<file path="config.mk">
export PLATFORM = sky130hd
export DESIGN_NAME = pcpa_front
export DESIGN_NICKNAME = d
export VERILOG_FILES = /design/src/sv/pcpa_pkg.sv /design/src/sv/pcpa_front.sv
export SDC_FILE = /design/constraint.sdc
export NUM_CORES = 1
export LEC_CHECK = 0
export BUFFER_PORTS_ARGS = -buffer_cell sky130_fd_sc_hd__buf_2
export CORE_MARGIN = 2
export CORE_UTILIZATION = 46
export DETAILED_ROUTE_END_ITERATION = 10
export PLACE_DENSITY = 0.73
export SKIP_CTS_REPAIR_TIMING = 1
export SYNTH_ARGS = -nofsm -noshare
export SYNTH_HDL_FRONTEND = slang
export SYNTH_SLANG_ARGS = --single-unit
</file>
<file path="constraint.sdc">
create_clock -name clk -period 7.9 [get_ports clk]
set_input_delay 0.395 -clock clk [delete_from_list [all_inputs] [get_ports clk]]
set_output_delay 0.395 -clock clk [all_outputs]
set_load 0.05 [all_outputs]
</file>
<file path="src/sv/pcpa_pkg.sv">
package pcpa_pkg;

  localparam int CPUS_DEF       = 8;
  localparam int MAX_PAGES_DEF  = 32768;
  localparam int PAGE_BYTES_DEF = 4096;
  localparam int CPU_W          = 3;
  localparam int ADDR_W         = 32;
  localparam int Q_DEPTH        = 2;

  localparam logic [ADDR_W-1:0] POOL_BASE_RST  = 32'h8000_0000;
  localparam logic [ADDR_W-1:0] POOL_LIMIT_RST = 32'h8800_0000;

  typedef enum logic [0:0] {
    OP_ALLOC = 1'b0,
    OP_FREE  = 1'b1
  } opcode_t;

  typedef enum logic [1:0] {
    ST_OK      = 2'd0,
    ST_OOM     = 2'd1,
    ST_BADADDR = 2'd2
  } status_t;

  typedef enum logic [0:0] {
    REG_POOL_BASE  = 1'b0,
    REG_POOL_LIMIT = 1'b1
  } reg_idx_t;

  typedef struct packed {
    logic              opcode;
    logic [CPU_W-1:0]  cpu;
    logic [ADDR_W-1:0] page_addr;
  } req_t;

  typedef struct packed {
    logic [1:0]        status;
    logic [ADDR_W-1:0] alloc_addr;
  } rsp_t;

  typedef struct packed {
    logic                  index;
    logic [ADDR_W-1:0]     data;
  } cfg_t;

  // Back-end sequencer states
  typedef enum logic [3:0] {
    BE_IDLE,
    BE_POP_RD,
    BE_POP_WAIT,
    BE_SCAN,
    BE_WALK_RD,
    BE_WALK_WAIT,
    BE_TAKE_RD,
    BE_TAKE_WAIT,
    BE_DONE
  } be_state_t;

endpackage

</file>
<file path="src/sv/pcpa_front.sv">
module pcpa_front #(
  parameter int CPUS       = pcpa_pkg::CPUS_DEF,
  parameter int MAX_PAGES  = pcpa_pkg::MAX_PAGES_DEF,
  parameter int PAGE_BYTES = pcpa_pkg::PAGE_BYTES_DEF
) (
  input  logic                                   clk,
  input  logic                                   rst,
  input  logic                                   in_valid,
  output logic                                   in_ready,
  input  pcpa_pkg::req_t                         in_item,
  input  logic [pcpa_pkg::ADDR_W-1:0]            pool_base,
  input  logic [pcpa_pkg::ADDR_W-1:0]            pool_limit,
  output logic                                   q_valid,
  input  logic                                   q_ready,
  output logic                                   q_free,
  output logic                                   q_bad,
  output logic [$clog2(CPUS > 1 ? CPUS : 2)-1:0] q_cpu,
  output logic [$clog2(MAX_PAGES)-1:0]           q_idx
);
  import pcpa_pkg::*;

  localparam int CW = $clog2(CPUS > 1 ? CPUS : 2);
  localparam int IW = $clog2(MAX_PAGES);
  localparam int PB = $clog2(PAGE_BYTES);
  localparam int QW = 2 + CW + IW;

  // Classify: reduce cpu, check address, compute page index
  logic [ADDR_W-1:0] base_al, offs;
  logic [ADDR_W-PB-1:0] pidx;
  logic [CW-1:0]     cpu_m;
  logic              bad;
  logic [QW-1:0]     ent;

  always_comb begin
    base_al = {pool_base[ADDR_W-1:PB], {PB{1'b0}}};
    offs    = in_item.page_addr - base_al;
    pidx    = offs[ADDR_W-1:PB];
    // cpu reduced through a small constant table
    cpu_m   = '0;
    for (int i = 0; i < 2**CPU_W; i++) begin
      if (in_item.cpu == CPU_W'(i)) cpu_m = CW'(i % CPUS);
    end
    bad     = (in_item.page_addr[PB-1:0] != '0) || (in_item.page_addr < pool_base)
           || (in_item.page_addr >= pool_limit)
           || ((ADDR_W-PB) > IW && (pidx >> IW) != '0);
    ent     = {in_item.opcode == OP_FREE, bad, cpu_m, IW'(pidx)};
  end

  // Two-entry queue towards the back end
  logic [QW-1:0] qmem [Q_DEPTH];
  logic          wp, rp;
  logic [1:0]    cnt;
  logic          push, pop;

  assign in_ready = (cnt != 2'(Q_DEPTH));
  assign push     = in_valid && in_ready;
  assign q_valid  = (cnt != 2'd0);
  assign pop      = q_valid && q_ready;
  assign {q_free, q_bad, q_cpu, q_idx} = qmem[rp];

  always_ff @(posedge clk) begin
    if (push) begin
      qmem[wp] <= ent;
    end
    if (rst) begin
      wp  <= 1'b0;
      rp  <= 1'b0;
      cnt <= 2'd0;
    end else begin
      if (push) wp <= ~wp;
      if (pop)  rp <= ~rp;
      cnt <= cnt + 2'(push) - 2'(pop);
    end
  end

endmodule

</file>
==> results <==
- The die is between 90 and 100 um wide.
- The number of clock sinks is between 40 and 50.
- The first detailed-routing pass took 4 iterations.
- The CTS tree is built.
- The tightest slew margin relative to the limit is 33.6%.
- The via total after detailed routing is 3,424.
- Setup slack on the worst reg-to-reg path comes out at slightly above 6 ns.
- The floorplan step set the die height to approximately 100 um.
- The post-layout utilization of the core is 56.2%.
- The commonest cells after synthesis are 74 x sky130_fd_sc_hd__inv_1, 66 x sky130_fd_sc_hd__ha_1, 40 x sky130_fd_sc_hd__edfxtp_1.
- The post-synthesis instance area is ~4000 sq um.
- The flow ran to the end, and the final reports show no timing, DRC or antenna violations.
- The fraction of final layout cells with drive strength greater than 1 is between 20% and 30%.
- The HPWL after detailed placement is between 7000 and 8000 um.
- The final count of hold timing violations is 0.
- The post-layout minimum cycle time is around 3 ns.
- The post-synthesis sequential area ratio is roughly a third.
- After floorplanning, the core was sized to cover between 8000 and 9000 sq um.
- In this run the tool buffered the top-level ports with 125 buffer cells.
- Dividing total power by cell area gives a power density of 191 nW/um^2.
- Ranked by total cell area, the synthesized netlist is headed by sky130_fd_sc_hd__edfxtp_1 30%, sky130_fd_sc_hd__ha_1 21%, sky130_fd_sc_hd__inv_1 7.0%, sky130_fd_sc_hd__mux2_2 5.9%, sky130_fd_sc_hd__a21oi_1 3.4%.
- In this run the mean area of a mapped cell was between 9 and 10 sq um.
- The netlist uses 48 different library cells.
- Yosys printed 0 warnings.
- The start point of the critical path is in_item[25].
- The termination of the worst setup path is qmem[1][18].
- IR analysis of the VDD net gives a maximum drop of 0.104 mV.
- The first global-routing pass estimated roughly 15,000 um of wire.
- For this design the top-level I/O count stands at 126.
- The type of the worst setup path is input pin to flip-flop.
- The capturing point of the worst reg2reg path is cnt[1].
- The leakage power of the design is 0.00244 uW.
- For the pin with the worst max-slew slack, the measured transition is 0.996 ns.
- The type of the worst min-delay path is input pin to flip-flop.
- The cell taking the most area after synthesis is sky130_fd_sc_hd__edfxtp_1.
- The number of nets in the layout is slightly above 700.
- Summed over all failing endpoints, the final setup total negative slack is 0 ns.
- Synthesis produced a netlist with a net count of around 600.
- Data on the critical path arrives at its endpoint at 2.92 ns.
- The worst hold path begins at in_item[34].
- The number of cells in the finished layout apart from fillers is 657.
- After clock tree synthesis, the clock-pin slew on the worst setup and hold paths is approximately 0.080 ns.
- The maximum fanout encountered on the critical timing path is 10.
- The global router's overall resource usage is 18.4%.
- In this run, synthesis produced a sequential element count of 45.
- The cell count after synthesis is 425.
- The full die area is 9450 sq um.
- The worst register-to-register path begins at cnt[1].
- Based on the critical path, the design can be clocked at up to 342 MHz.
- The H-tree generated during clock tree synthesis spans 2 levels.
- The layout overhead on the synthesized area is 20.2%.
- After detailed routing, the average wire length per cell comes to 13.7 um.
- The kind of launch point of the worst setup path is an input pin.
- For the worst setup path, the data required time is 7.90 ns.
- Setup repair after global routing left no endpoint under its margin.
- For this run, the leading register cell type out of synthesis is sky130_fd_sc_hd__edfxtp_1.
- The final critical-path share of the clock period is 37.0%.
- The worst register-to-register path has a depth of 8.
- Counting the buffers created by CTS gives 5.
- The final number of setup-violating endpoints is 0.
- The clock arrives with 0.00381 ns of skew.
- The filler cells instantiated in the layout total 799.
- The initial detailed-routing violation count is 91.
- Clock tree synthesis selected as its root buffer the cell sky130_fd_sc_hd__clkbuf_8.
- By instance count, the leading cell after synthesis is sky130_fd_sc_hd__inv_1.
- The detailed-route wire length is 8970 um.
- The max-cap violation count is 0.
- The proportion of register bits with asynchronous set or reset after synthesis is 0%.
- The insertion delay to the later sink of the worst-skew pair is 0.28 ns.
- The count of placed standard cells including taps is 650.
- The maximum number of pins on one net before global-route repair is 21.
- The floorplan has 34 rows.
- The post-route DRC violation count is 0.
- The number of antenna violations at the first check in global routing came to 0.
- The final weighted congestion in routability-driven placement is 0.877.
- The count of nets left with antenna violations once routing finished came out at 0.
- The total overflow left after global routing is 0.
- The final max-slew violation count is 0.
- For this configuration, the core starts out at a cell density of 46.7%.
- Using the TritonRoute via totals, the vias-per-cell ratio works out to 5.21.
- Summed over its instances, the top area cell type makes up 30.1% of the synthesized netlist area.
- 0 antenna diodes ended up in the layout.
- The buffer depth of the longest clock path is 2.
- STA classifies the critical path endpoint as a flip-flop.
- The via count of the first global-routing pass is 3,428.
- Yosys mapped a number of flops with a built-in enable equal to 40.
## sequential cells by signal, indices dropped and copies added, names as in the netlist, named ones only
register and flops:
cnt 2, qmem 40, wp 1, rp 1
## worst max-delay path, stage by stage
cell and delay (ns):
sky130_fd_sc_hd__buf_2 0.11, sky130_fd_sc_hd__ha_1 0.40, sky130_fd_sc_hd__and3_1 0.26, sky130_fd_sc_hd__and3b_1 0.17, sky130_fd_sc_hd__or4_1 0.47, sky130_fd_sc_hd__a21oi_1 0.23, sky130_fd_sc_hd__mux2_2 0.36, sky130_fd_sc_hd__nor4_1 0.32
sky130_fd_sc_hd__o2111ai_1 0.21
## logic make-up (layout without fill, tap and decap cells)
logic type                 after synthesis  after routing  share of synthesized area (%)
muxes                                   22             22                           6.17
xor gates and xnor gates                17             17                           3.73
adders and majority gates               67             67                           21.2
AOI/OAI and AO/OA                       97             97                           16.2
DFF                                     45             45                           32.6
buffers and inverters                   82            206                           7.73
and+or+nand+nor                         95             95                           12.5
## per-layer routing
layer,vias up,GRT usage (%),share of wire [%]
met3,13,2.95,4.6
met4,0,4.77,1.3
li1,1768,-,-
met1,1551,21.9,44
met5,-,0,0
met2,92,34.3,50
## worst min path at each step
| stage | end | cells after the start | slack [ns] |
|---|---|---|---|
| after CTS | qmem[0][19] | 1 | 0.29 |
| final | qmem[1][17] | 1 | 0.30 |
| after global placement | flip-flop | 2 | 0.50 |
| after floorplan | cnt[0] | 1 | 0.47 |
| after detailed placement | flip-flop | 2 | 0.53 |
| after global routing | qmem[0][19] | 1 | 0.29 |
## stage by stage
step           setup WS [ns]  total power, uW  area [sq um]  hold WS, ns
2_1_floorplan           5.05              681          4000        0.467
3_3_place_gp            4.82              785          4730        0.497
3_5_place_dp            4.68              798          4730        0.533
4_1_cts                 4.99              927          4800        0.292
5_1_grt                 4.87              977          4800        0.286
6_report                4.98              918          4800        0.303
## final cells by class
type                            count  area [sq um]  share of cell area (%)
Multi-Input combinational cell    298          2390                    49.7
Tap cell                          108           135                    2.81
Timing Repair Buffer              125           626                    13.0
Clock buffer                        6          72.6                    1.51
Inverter                           74           278                    5.78
Clock inverter                      1          3.75                  0.0781
Sequential cell                    45          1300                    27.1
## layout by cell type, fill, tap and decap left out, drive strengths merged, types with 2 or more instances in the layout
cell type	n
buf	125
inv	74
ha	66
edfxtp	40
a21oi	27
nor2	25
mux2	21
o21ai	20
nand2	19
xnor2	13
a21o	13
nand4	9
nor2b	7
and3	7
o21a	6
a211oi	6
a31oi	6
clkbuf	6
dfxtp	5
nor4	5
nand3	4
xor2	4
nand2b	3
o211a	3
o31ai	3
nor3b	3
nor3	3
o211ai	3
or4	3
or2	2
a21boi	2
a221oi	2
## report_power, final
group	total (uW)	internal, uW	switching, uW
combinational	450	159	291
sequential	341	316	25.0
clock	127	59.6	67.9
Power figures use the tool's default switching activity.
